[config.mk]
export PLATFORM = sky130hd
export DESIGN_NAME = antialiased_scanline_shear_top_flat
export DESIGN_NICKNAME = d
export VERILOG_FILES = /design/src/hw/rtl/aash_pkg.sv /design/src/hw/rtl/aash_if.sv /design/src/hw/rtl/aash_weight_calc.sv /design/src/hw/rtl/aash_tap_cell.sv /design/src/hw/rtl/antialiased_scanline_shear_top.sv /design/src/flat_wrapper.sv
export SDC_FILE = /design/constraint.sdc
export NUM_CORES = 2
export LEC_CHECK = 0
export ABC_AREA = 1
export BUFFER_PORTS_ARGS = -buffer_cell sky130_fd_sc_hd__buf_4
export CAP_MARGIN = 0
export CORE_MARGIN = 3
export CORE_UTILIZATION = 61
export DETAILED_ROUTE_END_ITERATION = 10
export MAX_ROUTING_LAYER = met4
export PLACE_DENSITY = 0.81
export RECOVER_POWER = 50
export REMOVE_ABC_BUFFERS = 1
export SYNTH_ARGS = -nofsm -noshare
export SYNTH_HDL_FRONTEND = slang
export SYNTH_SLANG_ARGS = --single-unit
[constraint.sdc]
create_clock -name clk_i -period 15.6 [get_ports clk_i]
set_clock_uncertainty 0.05 [all_clocks]
set_input_delay 2.34 -clock clk_i [delete_from_list [all_inputs] [get_ports clk_i]]
set_output_delay 2.34 -clock clk_i [all_outputs]
set_load 0.01 [all_outputs]
[src/hw/rtl/aash_pkg.sv]
// Shared types and constants for the anti-aliased scanline shear block.
`timescale 1ns / 1ps
package aash_pkg;

  localparam int FracBits  = 8;
  localparam int One       = 1 << FracBits;
  localparam int MaxWidth  = 4096;
  localparam int XW        = $clog2(MaxWidth);
  localparam int DstWidthW = 13;
  localparam int PosInW    = 21;
  localparam int FloorW    = PosInW - FracBits;
  localparam int PosW      = 14;
  localparam int PosMax    = (1 << (PosW - 1)) - 1;
  localparam int WeightW   = FracBits + 1;
  localparam int ByteW     = 8;
  localparam int NumChan   = 3;
  localparam int PixW      = 32;
  localparam int ProdW     = ByteW + WeightW;
  localparam int AccW      = ProdW + 2;
  localparam int NumTaps   = 3;
  localparam int MidTap    = 1;
  localparam int CfgW      = 32;
  localparam int CfgIdxW   = 1;

  localparam logic [PixW-1:0]      BorderReset   = 32'hFF00_0000;
  localparam logic [DstWidthW-1:0] DstWidthReset = DstWidthW'(MaxWidth);

  typedef enum logic [CfgIdxW-1:0] {
    RegBorderColor = 1'b0,
    RegDstWidth    = 1'b1
  } reg_idx_e;

  typedef logic [PixW-1:0]                     pix_t;
  typedef logic [WeightW-1:0]                  weight_t;
  typedef logic signed [PosW-1:0]              pos_t;
  typedef logic [NumChan-1:0][ProdW-1:0]       chan_prod_t;

  typedef struct packed {
    weight_t w_old;
    weight_t w_mid;
    weight_t w_new;
    pos_t    start;
  } line_param_t;

  typedef struct packed {
    logic shift;
    logic prod_load;
  } cell_ctrl_t;

endpackage

[src/hw/rtl/aash_if.sv]
// Stream interfaces for source pixels and sheared result beats.
`timescale 1ns / 1ps
interface aash_in_if;
  import aash_pkg::*;
  logic                     valid;
  logic                     ready;
  logic                     line_start;
  logic signed [PosInW-1:0] top_pos;
  logic signed [PosInW-1:0] bottom_pos;
  logic [PixW-1:0]          pixel;
  logic                     pixel_inside;
  logic                     line_end;

  modport source (output valid, line_start, top_pos, bottom_pos, pixel, pixel_inside,
                  line_end, input ready);
  modport sink (input valid, line_start, top_pos, bottom_pos, pixel, pixel_inside,
                line_end, output ready);
endinterface

interface aash_out_if;
  import aash_pkg::*;
  logic            valid;
  logic            ready;
  logic            write_enable;
  logic [XW-1:0]   dst_x;
  logic [PixW-1:0] color;
  logic            end_of_line;

  modport source (output valid, write_enable, dst_x, color, end_of_line, input ready);
  modport sink (input valid, write_enable, dst_x, color, end_of_line, output ready);
endinterface

[src/hw/rtl/aash_weight_calc.sv]
// Line-start filter weights and first destination x from the top and bottom edge positions.
`timescale 1ns / 1ps
module aash_weight_calc (
  input  logic signed [aash_pkg::PosInW-1:0] top_pos_i,
  input  logic signed [aash_pkg::PosInW-1:0] bottom_pos_i,
  output aash_pkg::line_param_t              param_o
);
  import aash_pkg::*;

  logic signed [FloorW-1:0]  ft, fb, fmin;
  logic [FracBits-1:0]       tf, bf, near_frac;
  logic                      same_px, b_lt_t;
  logic signed [PosInW-1:0]  near, far;
  logic signed [PosInW:0]    far_x, near_al, diff;
  logic [PosInW-1:0]         half;
  logic [FracBits+1:0]       sum_e;
  logic [FracBits:0]         nf;
  weight_t                   w2_eq, w2_ne, w0_ne, w0, w2;
  logic signed [WeightW+1:0] mid_s;

  always_comb begin
    ft      = top_pos_i[PosInW-1:FracBits];
    fb      = bottom_pos_i[PosInW-1:FracBits];
    tf      = top_pos_i[FracBits-1:0];
    bf      = bottom_pos_i[FracBits-1:0];
    same_px = (ft == fb);
    b_lt_t  = (fb < ft);

    // both edges in one pixel: new weight is the mean uncovered fraction
    sum_e = (FracBits+2)'(2 * One) - {2'b00, tf} - {2'b00, bf};
    w2_eq = sum_e[FracBits+1:1];

    near      = b_lt_t ? bottom_pos_i : top_pos_i;
    far       = b_lt_t ? top_pos_i : bottom_pos_i;
    near_frac = b_lt_t ? bf : tf;
    nf        = (FracBits+1)'(One) - {1'b0, near_frac};
    w2_ne     = WeightW'(nf[FracBits:1]);

    // far edge minus the pixel boundary after the near edge, never negative here
    far_x   = {far[PosInW-1], far};
    near_al = {near[PosInW-1], near[PosInW-1:FracBits], {FracBits{1'b0}}};
    diff    = far_x - near_al - (PosInW+1)'(One);
    half    = diff[PosInW:1];
    w0_ne   = (half > PosInW'(One)) ? WeightW'(One) : half[WeightW-1:0];

    w0    = same_px ? '0 : w0_ne;
    w2    = same_px ? w2_eq : w2_ne;
    mid_s = (WeightW+2)'(One) - {2'b00, w0} - {2'b00, w2};

    fmin          = (ft < fb) ? ft : fb;
    param_o.w_old = w0;
    param_o.w_new = w2;
    param_o.w_mid = mid_s[WeightW+1] ? '0 : mid_s[WeightW-1:0];
    param_o.start = {{(PosW-FloorW){fmin[FloorW-1]}}, fmin};
  end

endmodule

[src/hw/rtl/aash_tap_cell.sv]
// One window tap: holds a pixel, hands it to the older neighbor, weights its color bytes.
`timescale 1ns / 1ps
module aash_tap_cell (
  input  logic                  clk_i,
  input  logic                  rst_ni,
  input  aash_pkg::cell_ctrl_t  ctrl_i,
  input  aash_pkg::pix_t        pix_i,
  input  aash_pkg::weight_t     weight_i,
  output aash_pkg::pix_t        pix_o,
  output aash_pkg::chan_prod_t  prod_o
);
  import aash_pkg::*;

  pix_t       pix_q;
  chan_prod_t prod_q;

  always_ff @(posedge clk_i or negedge rst_ni) begin
    if (!rst_ni) begin
      pix_q <= BorderReset;
    end else if (ctrl_i.shift) begin
      pix_q <= pix_i;
    end
  end

  always_ff @(posedge clk_i) begin
    if (ctrl_i.prod_load) begin
      for (int ch = 0; ch < NumChan; ch++) begin
        prod_q[ch] <= ProdW'(pix_q[ch*ByteW +: ByteW]) * ProdW'(weight_i);
      end
    end
  end

  assign pix_o  = pix_q;
  assign prod_o = prod_q;

endmodule

[src/hw/rtl/antialiased_scanline_shear_top.sv]
// Top level: tap-cell window, weight and position state, mixer and output stage.
// Each beat is registered in stages A (window), B (products) and C (output register) in turn.
// Throughput: one beat per cycle unless all three stages are full while the output stalls;
//   each of the three tap cells does its three byte products per load into stage B.
// Reset: window holds 0xFF000000, weights are (0, one, 0), destination x is 0,
//   border color 0xFF000000 and destination width 4096; the pipeline is empty.
`timescale 1ns / 1ps
module antialiased_scanline_shear_top (
  input  logic                         clk_i,
  input  logic                         rst_ni,
  input  logic                         cfg_we_i,
  input  logic [aash_pkg::CfgIdxW-1:0] cfg_idx_i,
  input  logic [aash_pkg::CfgW-1:0]    cfg_data_i,
  aash_in_if.sink                      pix_i,
  aash_out_if.source                   res_o
);
  import aash_pkg::*;

  // configuration
  pix_t                 border_q;
  logic [DstWidthW-1:0] dst_width_q, limit;

  always_ff @(posedge clk_i or negedge rst_ni) begin
    if (!rst_ni) begin
      border_q    <= BorderReset;
      dst_width_q <= DstWidthReset;
    end else if (cfg_we_i) begin
      case (reg_idx_e'(cfg_idx_i))
        RegBorderColor: border_q    <= cfg_data_i[PixW-1:0];
        RegDstWidth:    dst_width_q <= cfg_data_i[DstWidthW-1:0];
        default: ;
      endcase
    end
  end

  assign limit = (dst_width_q > DstWidthW'(MaxWidth)) ? DstWidthW'(MaxWidth) : dst_width_q;

  // pipeline flow
  logic a_valid_q, b_valid_q, c_valid_q;
  logic a_en, b_en, c_en, accept;

  assign c_en        = !c_valid_q || res_o.ready;
  assign b_en        = !b_valid_q || c_en;
  assign a_en        = !a_valid_q || b_en;
  assign pix_i.ready = a_en;
  assign accept      = pix_i.valid && a_en;

  // line parameters and destination position
  line_param_t lp;
  weight_t     w_q [NumTaps];
  pos_t        dest_pos_q, pos_cur;
  logic        we_cur;

  aash_weight_calc u_weight (
    .top_pos_i    (pix_i.top_pos),
    .bottom_pos_i (pix_i.bottom_pos),
    .param_o      (lp)
  );

  always_comb begin
    pos_cur = pix_i.line_start ? lp.start : dest_pos_q;
    we_cur  = !pos_cur[PosW-1] && (pos_cur[PosW-2:0] < (PosW-1)'(limit));
  end

  always_ff @(posedge clk_i or negedge rst_ni) begin
    if (!rst_ni) begin
      dest_pos_q <= '0;
      for (int k = 0; k < NumTaps; k++) begin
        w_q[k] <= (k == MidTap) ? WeightW'(One) : '0;
      end
    end else if (accept) begin
      // saturate so the position never wraps into the visible range
      dest_pos_q <= (pos_cur != PosW'(PosMax)) ? pos_cur + PosW'(1) : pos_cur;
      if (pix_i.line_start) begin
        w_q[0] <= lp.w_old;
        w_q[1] <= lp.w_mid;
        w_q[2] <= lp.w_new;
      end
    end
  end

  // tap cells: index 0 is the oldest pixel
  cell_ctrl_t ctrl;
  pix_t       win    [NumTaps];
  pix_t       win_in [NumTaps];
  chan_prod_t prod   [NumTaps];

  assign ctrl.shift     = accept;
  assign ctrl.prod_load = a_valid_q && b_en;

  for (genvar k = 0; k < NumTaps; k++) begin : g_tap
    if (k == NumTaps - 1) begin : g_newest
      assign win_in[k] = pix_i.pixel_inside ? pix_i.pixel : border_q;
    end else begin : g_older
      // a new line refills the window with border before the shift
      assign win_in[k] = pix_i.line_start ? border_q : win[k+1];
    end

    aash_tap_cell u_cell (
      .clk_i    (clk_i),
      .rst_ni   (rst_ni),
      .ctrl_i   (ctrl),
      .pix_i    (win_in[k]),
      .weight_i (w_q[k]),
      .pix_o    (win[k]),
      .prod_o   (prod[k])
    );
  end

  // stage A: window state updated, per-beat side data
  logic          a_we_q, a_eol_q;
  logic [XW-1:0] a_x_q;

  // stage B: products held in the cells
  logic            b_we_q, b_eol_q;
  logic [XW-1:0]   b_x_q;
  logic [ByteW-1:0] b_alpha_q;

  // stage C: output register
  logic            c_we_q, c_eol_q;
  logic [XW-1:0]   c_x_q;
  pix_t            c_color_q, color_d;

  always_ff @(posedge clk_i or negedge rst_ni) begin
    if (!rst_ni) begin
      a_valid_q <= 1'b0;
      b_valid_q <= 1'b0;
      c_valid_q <= 1'b0;
    end else begin
      if (a_en) a_valid_q <= pix_i.valid;
      if (b_en) b_valid_q <= a_valid_q;
      if (c_en) c_valid_q <= b_valid_q;
    end
  end

  always_ff @(posedge clk_i) begin
    if (accept) begin
      a_we_q  <= we_cur;
      a_x_q   <= we_cur ? pos_cur[XW-1:0] : '0;
      a_eol_q <= pix_i.line_end;
    end
    if (ctrl.prod_load) begin
      b_we_q    <= a_we_q;
      b_x_q     <= a_x_q;
      b_eol_q   <= a_eol_q;
      b_alpha_q <= win[0][PixW-1 -: ByteW];
    end
    if (c_en && b_valid_q) begin
      c_we_q    <= b_we_q;
      c_x_q     <= b_x_q;
      c_eol_q   <= b_eol_q;
      c_color_q <= color_d;
    end
  end

  // mixer: sum the three taps per channel, drop the fraction, clip to a byte
  logic [NumChan-1:0][AccW-1:0]          acc;
  logic [NumChan-1:0][AccW-FracBits-1:0] acc_int;

  always_comb begin
    color_d = '0;
    for (int ch = 0; ch < NumChan; ch++) begin
      acc[ch]     = AccW'(prod[0][ch]) + AccW'(prod[1][ch]) + AccW'(prod[2][ch]);
      acc_int[ch] = acc[ch][AccW-1:FracBits];
      color_d[ch*ByteW +: ByteW] = (acc_int[ch] > (AccW-FracBits)'(255)) ?
                                   {ByteW{1'b1}} : acc_int[ch][ByteW-1:0];
    end
    color_d[PixW-1 -: ByteW] = b_alpha_q;
  end

  assign res_o.valid        = c_valid_q;
  assign res_o.write_enable = c_we_q;
  assign res_o.dst_x        = c_x_q;
  assign res_o.color        = c_color_q;
  assign res_o.end_of_line  = c_eol_q;

  logic [WeightW+1:0] w_sum;
  assign w_sum = {2'b00, w_q[0]} + {2'b00, w_q[1]} + {2'b00, w_q[2]};

  a_mid_weight_sum: assert property (@(posedge clk_i) disable iff (!rst_ni)
    (w_q[1] != '0) |-> (w_sum == (WeightW+2)'(One)))
    else $error("nonzero mid weight but weights do not sum to one");

  a_pos_advance: assert property (@(posedge clk_i) disable iff (!rst_ni)
    (accept && !pix_i.line_start && dest_pos_q != PosW'(PosMax))
    |=> (dest_pos_q == $past(dest_pos_q) + PosW'(1)))
    else $error("destination x did not advance by one");

  a_write_in_range: assert property (@(posedge clk_i) disable iff (!rst_ni)
    (res_o.valid && res_o.write_enable) |-> (DstWidthW'(res_o.dst_x) < limit))
    else $error("write flagged beyond destination width");

  a_no_write_zero_x: assert property (@(posedge clk_i) disable iff (!rst_ni)
    (res_o.valid && !res_o.write_enable) |-> (res_o.dst_x == '0))
    else $error("suppressed write carries nonzero x");

endmodule

[src/flat_wrapper.sv]
// flat-port wrapper written by rule: the top's interface ports become plain ports
module antialiased_scanline_shear_top_flat import aash_pkg::*;
  (clk_i, rst_ni, cfg_we_i, cfg_idx_i, cfg_data_i, pix_i_valid, pix_i_line_start, pix_i_top_pos, pix_i_bottom_pos, pix_i_pixel, pix_i_pixel_inside, pix_i_line_end, pix_i_ready, res_o_valid, res_o_write_enable, res_o_dst_x, res_o_color, res_o_end_of_line, res_o_ready);
  aash_in_if pix_i_i ();
  aash_out_if res_o_i ();
  input  logic clk_i;
  input  logic rst_ni;
  input  logic cfg_we_i;
  input  logic [aash_pkg::CfgIdxW-1:0] cfg_idx_i;
  input  logic [aash_pkg::CfgW-1:0] cfg_data_i;
  input wire logic [$bits(pix_i_i.valid)-1:0] pix_i_valid;
  input wire logic [$bits(pix_i_i.line_start)-1:0] pix_i_line_start;
  input wire logic [$bits(pix_i_i.top_pos)-1:0] pix_i_top_pos;
  input wire logic [$bits(pix_i_i.bottom_pos)-1:0] pix_i_bottom_pos;
  input wire logic [$bits(pix_i_i.pixel)-1:0] pix_i_pixel;
  input wire logic [$bits(pix_i_i.pixel_inside)-1:0] pix_i_pixel_inside;
  input wire logic [$bits(pix_i_i.line_end)-1:0] pix_i_line_end;
  output wire logic [$bits(pix_i_i.ready)-1:0] pix_i_ready;
  output wire logic [$bits(res_o_i.valid)-1:0] res_o_valid;
  output wire logic [$bits(res_o_i.write_enable)-1:0] res_o_write_enable;
  output wire logic [$bits(res_o_i.dst_x)-1:0] res_o_dst_x;
  output wire logic [$bits(res_o_i.color)-1:0] res_o_color;
  output wire logic [$bits(res_o_i.end_of_line)-1:0] res_o_end_of_line;
  input wire logic [$bits(res_o_i.ready)-1:0] res_o_ready;
  assign pix_i_i.valid = pix_i_valid;
  assign pix_i_i.line_start = pix_i_line_start;
  assign pix_i_i.top_pos = pix_i_top_pos;
  assign pix_i_i.bottom_pos = pix_i_bottom_pos;
  assign pix_i_i.pixel = pix_i_pixel;
  assign pix_i_i.pixel_inside = pix_i_pixel_inside;
  assign pix_i_i.line_end = pix_i_line_end;
  assign pix_i_ready = pix_i_i.ready;
  assign res_o_valid = res_o_i.valid;
  assign res_o_write_enable = res_o_i.write_enable;
  assign res_o_dst_x = res_o_i.dst_x;
  assign res_o_color = res_o_i.color;
  assign res_o_end_of_line = res_o_i.end_of_line;
  assign res_o_i.ready = res_o_ready;
  antialiased_scanline_shear_top u_core (.clk_i(clk_i), .rst_ni(rst_ni), .cfg_we_i(cfg_we_i), .cfg_idx_i(cfg_idx_i), .cfg_data_i(cfg_data_i), .pix_i(pix_i_i), .res_o(res_o_i));
endmodule
* Word-level counts from Yosys, hierarchy flattened *
Index checks and enable logic that the tools add are counted.

operators by class
  order comparisons = 8
  eq/ne operators = 2
  bitwise operators = 1
  multiplexer cells = 14
  reduce and logical (&&, ||, !) cells = 14
  shift operators = 0
  divide/modulo/power cells = 0
  multiply operators = 9
  add/subtract/negate cells = 14

operators by type and width
  kind                                                            number
  multiplier 8 x 9 -> 17 bit                                      9
  two-way mux 32 bit                                              3
  adder 19 x 17 -> 19 bit                                         3
  adder 17 x 17 -> 18 bit                                         3
  two-way mux 21 bit                                              2
  < comparator 13 bit                                             3
  two-way mux 9 bit                                               4
  greater-than comparator 11 x 8 -> 1 bit, second input constant  3
  two-way mux 14 bit                                              2
  two-way mux 13 bit                                              2
  subtractor 21 x 21 -> 22 bit                                    1
  subtractor 22 x 10 -> 22 bit, second input constant             1
  greater-than comparator 21 x 9 -> 1 bit, second input constant  1
  adder 14 x 2 -> 14 bit, second input constant                   1
  inequality test 14 bit, second input constant                   1
  == test 13 bit                                                  1
  greater-than comparator 13 bit, second input constant           1
  subtractor 10 x 10 -> 11 bit                                    1
  subtractor 10 x 8 -> 10 bit                                     1
  subtractor 10 x 8 -> 10 bit, first input constant               1
  subtractor 9 x 9 -> 10 bit, first input constant                1
  subtractor 9 x 8 -> 9 bit, first input constant                 1
  two-way mux 8 bit                                               1
  AND reduction 2 bit                                             3
  other kinds (4)                                                 12

storage, ports and cells
  register bits = 420
  bits in latches = 0
  memory bits (writable) = 0
  memories = 0
  ROM bits = 0

* Longest topological paths before layout *
  word-level depth = 10
  mapped depth = 51
  mapped depth without buffers = 49

* Cells and area by module *
A second synthesis with hierarchy kept.

unflattened totals
  cell total of the unflattened synthesis = 6,132
  area, all modules = 47,705.8 um2

by module, submodules not included
  module                                   cells an instance  instances  area each (um2)
  antialiased_scanline_shear_top           1,380              1          11,533.6
  aash_tap_cell at u_core.g_tap[1].u_cell  1,350              1          10,775.3
  aash_tap_cell at u_core.g_tap[0].u_cell  1,350              1          10,744.1
  aash_tap_cell at u_core.g_tap[2].u_cell  1,352              1          10,736.5
  aash_weight_calc                         700                1          3,916.3

* Worst setup path before layout *
No wires, ideal clock.

  path kind = in2reg
  from = input pix_i_bottom_pos[20]
  to = register u_core.w_q[10] (netlist bit)
  setup slack = 7.257 ns
  cell stages on the path = 46
  data arrival time = 8.227 ns
  data required time = 15.484 ns
  library setup time = 0.066 ns
  cells stage by stage = inv_1 -> ha_1 -> nand2_1 -> inv_2 -> nand3_2 -> nor2_4 -> nand2_2 -> nand2_1 -> nand2_2 -> nand3_4 -> buf_8 -> buf_2 -> clkbuf_1 -> clkbuf_1 -> o21ai_0 -> ha_1 -> nand2_1 -> nor2_1 -> (+10 left out) -> nand2_1 -> ha_1 -> inv_1 -> fa_1 -> o31ai_1 -> inv_1 -> nor2_1 -> nor2_1 -> nor2_1 -> nor2_1 -> nor2_1 -> nor2_1 -> inv_1 -> a21oi_1 -> or2_2 -> nand2_1 -> nand3_1 -> nand2_1

between the ends
  cells in the longest elaborated chain, start to end = 10
  elaborated cells between the ends (all ways) = 15

RTL lines
  item                                     RTL line                                        text
  start: declaration                       flat_wrapper.sv:14                              input wire logic [$bits(pix_i_i.bottom_pos)-1:0] pix_i_bottom_pos;
  < comparator 13 bit                      aash_weight_calc.sv:27                          b_lt_t = (fb < ft);
  two-way mux 21 bit (on tied branches)    aash_weight_calc.sv:34, aash_weight_calc.sv:33
  subtractor 21 x 21 -> 22 bit             aash_weight_calc.sv:42                          diff = far_x - near_al - (PosInW+1)'(One);
  subtractor 22 x 10 -> 22 bit             aash_weight_calc.sv:42
  greater-than comparator 21 x 9 -> 1 bit  aash_weight_calc.sv:44                          w0_ne = (half > PosInW'(One)) ? WeightW'(One) : half[WeightW-1:0];
  two-way mux 9 bit                        aash_weight_calc.sv:44
  two-way mux 9 bit                        aash_weight_calc.sv:46                          w0 = same_px ? '0 : w0_ne;
  subtractor 9 x 9 -> 10 bit               aash_weight_calc.sv:48                          mid_s = (WeightW+2)'(One) - {2'b00, w0} - {2'b00, w2};
  subtractor 10 x 10 -> 11 bit (*)         aash_weight_calc.sv:48
  two-way mux 9 bit (*)                    aash_weight_calc.sv:53                          param_o.w_mid = mid_s[WeightW+1] ? '0 : mid_s[WeightW-1:0];
  end signal: indexed assignment           antialiased_scanline_shear_top.sv:69            w_q[k] <= (k == MidTap) ? WeightW'(One) : '0;
  end: declaration                         antialiased_scanline_shear_top.sv:50            weight_t w_q [NumTaps];

Every way passes the cells marked *; elsewhere a longest branch is shown, timed or not.
A chain may end at the register's enable or synchronous reset.

* Worst setup path in the final report *
  from = input pix_i_bottom_pos[20]
  to = register u_core.w_q[9] (netlist bit)

Same word-level chain as after synthesis.

==> impl_results.md <==
* Crit end category: flop
* Nets@finish at 6158
* Max FO, Critical Path at 50
* Prevailing post-synth register cell: edfxtp_1
* MaxCap Viol Count at 8
* Worst path slowest cell: nand3_4
* Slew HR at -1.72
* EDFF count, synth at 235
* Vias in the first global route at 34700
* Clock Tree Buf Depth at 3
* Footprint of the multi-input gates at 26200 um^2
* Synth Cell Area at 43100 um^2
* Final core utilization at 0.670
* Wirelength per Cell at 17.3 um
* Largest net degree at the start of global routing at 126
* Grt ovf at 0
* Pwr/cell area at 183 nW/um^2
* CP required at 16090 ps
* Startpoint types: input pin
* Ys async rst share at 0.440
* Mapped Cells at 5131
* Area of the die at 73800 um^2
* Post-cts sizing count at 0
* RSZ-0062 raised after global routing: no
* Count of cell types in the netlist at 59
* Worst reg-to-reg path cell count at 23
* Die span in y at 272 um
* Run status: finished, violations left
* Placer Congestion at 0.924
* CTS clk-pin slew, worst paths at 60 ps
* Fmax at 113 MHz
* DR iter-0 viols at 2608
* First-pass GRT wire length at 175 mm
* Largest stage delay, worst path at 690 ps
* Total leakage power at 25.4 nW
* Num CTS Buffers at 50
* WP data arrival at 9360 ps
* Largest area contributor in the netlist: fa_1
* Register Area at 11700 um^2
* Antenna violation net count after detailed routing at 0
* Starting density of the core at 0.621
* H-tree depth at 2
* Power, Total at 8.48 mW
* Routed WL at 106 mm
* Port bufs at 162
* Via density at 5.50
* Sequential area share after synthesis at 0.272
* Vias at 33800
* DRC Markers at 0
* Final setup TNS at 0 ps
* CTS tree: built
* Synth Warn # at 0
* Worst hold slack at 363 ps
* FF+latch count, synth at 420
* Initial antenna violation count at 3
* Reg2reg setup slack at 9160 ps
* Worst-Margin Slew at 4070 ps
* Post-CTS setup buffer count at 0
* CP Class: input pin to flop
* Clk sinks at 420
* Most frequent CP cell: nor2_1
* Final Worst Setup Slack at 6730 ps
* Cts hold-fix bufs at 0
* Final period utilization at 0.569
* Hold depth at 0
* Worst skew pair latency at 630 ps
* Layout cells sized above 1 at 0.0750
* Final setup fails at 0
* Max VDD drop at 0.170 mV
* Count leader, synth: nand2_1
* Drt first pass iters at 6
* Failing checks: max-capacitance violations, max-slew violations
* Filler cell count at 5506
* Most instantiated cells after synthesis: nand2_1, inv_1, ha_1
* Setup WS pre-CTS at 6180 ps
* Synthesized area per cell at 8.39 um^2
* Clock root cell: clkbuf_16
* Rows at 96
* Crit path time final at 8870 ps
* Endpoints failing hold at 0
* All-Layer GR Usage at 0.304
* Synth top area share at 0.178
* Tightest Hold Check Type: flop to flop
* Boundary Pins at 163
* Die X at 272 um
* Pins Over Slew Limit at 375
* Area contributors post-synth: fa_1, edfxtp_1, ha_1
* Core area at 69300 um^2
* DPL Wire Length at 80.0 mm
* P&R area growth vs syn at 7.90%
-- flip-flops by register name, summed over array words and instances, names as in the netlist --
name,count
u_core.a_eol_q,1
u_core.a_valid_q,1
u_core.a_we_q,1
u_core.a_x_q,12
u_core.b_alpha_q,8
u_core.b_eol_q,1
u_core.b_valid_q,1
u_core.b_we_q,1
u_core.b_x_q,12
u_core.border_q,32
u_core.dest_pos_q,14
u_core.dst_width_q,13
u_core.g_tap.u_cell.pix_o,96
u_core.g_tap.u_cell.prod_o,153
u_core.res_o.color,32
u_core.res_o.dst_x,12
u_core.res_o.end_of_line,1
u_core.res_o.valid,1
u_core.res_o.write_enable,1
u_core.w_q,27
-- per-layer routing --
metal / GRT usage / vias up / share of wire
met1: 0.386 / 16300 / 0.41
met3: 0.0437 / 248 / 0.078
met2: 0.502 / 1273 / 0.48
met5: - / - / 0
met4: 0.105 / 0 / 0.039
li1: - / 16000 / -
-- power breakdown --
group          internal, mW  switching (mW)
Clock                 0.752           0.506
Sequential             1.77           0.299
Combinational          2.05            3.11
-- cell families after synthesis --
logic type / count (synthesis) / share of synthesized area
buffers and inverters: 1371 / 0.121
AND/OR/NAND/NOR: 1649 / 0.160
adder cells (fa/ha/maj): 884 / 0.324
flip-flops: 420 / 0.272
XOR/XNOR: 199 / 0.0405
multiplexers: 22 / 0.00570
AO/OA/AOI/OAI: 586 / 0.0772
-- path summary, 6_finish.rpt --
check                                     start                           endpoint
max in group asynchronous                rst_ni   u_core.g_tap[1].u_cell.pix_o[21]
hold / removal                    u_core.a_we_q                      u_core.b_we_q
min in group asynchronous                rst_ni    u_core.g_tap[2].u_cell.pix_o[5]
setup reg to reg                  u_core.w_q[0]  u_core.g_tap[2].u_cell.prod_o[50]
setup / recovery           pix_i_bottom_pos[20]                      u_core.w_q[9]
hold reg to reg                   u_core.a_we_q                      u_core.b_we_q
-- layout by cell type (no fill, tap or decap), drive strengths merged, types with 10 or more instances in the layout --
master	count
or2	10
o21ai	195
inv	1153
nand3b	10
nor3	20
xor2	138
a31oi	66
dfstp	34
clkinv	19
buf	150
nand2	1201
o21a	10
clkbuf	111
edfxtp	235
nand3	129
ha	501
o211ai	48
a21oi	212
fa	383
nor4	12
dfrtp	151
nand4	27
xnor2	61
nor2	233
mux2	20
o21bai	25
-- final cells by class --
type,instances,share of cell area
clock inverter,29,0.00719
inverter,1151,0.0931
tap,931,0.0251
clock buffer,65,0.0309
multi-input combinational,3340,0.563
antenna,2,0.000108
timing repair buffer,196,0.0282
sequential,420,0.253
-- worst max-delay path, delay by kind of cell --
kind	cells	cell delay, ps
fa+ha+maj	4	1460
simple gates	26	4160
xor+xnor	1	160
buf+inv	9	560
compound gates	3	650
-- through the flow --
stage | area, um^2 | cells
2_1_floorplan | 42200 | 4911
3_3_place_gp | 44900 | 6038
3_5_place_dp | 44900 | 6038
4_1_cts | 46600 | 6132
5_1_grt | 46500 | 6133
6_report | 46500 | 6134
Note: power is estimated with default switching activity, not from simulation.
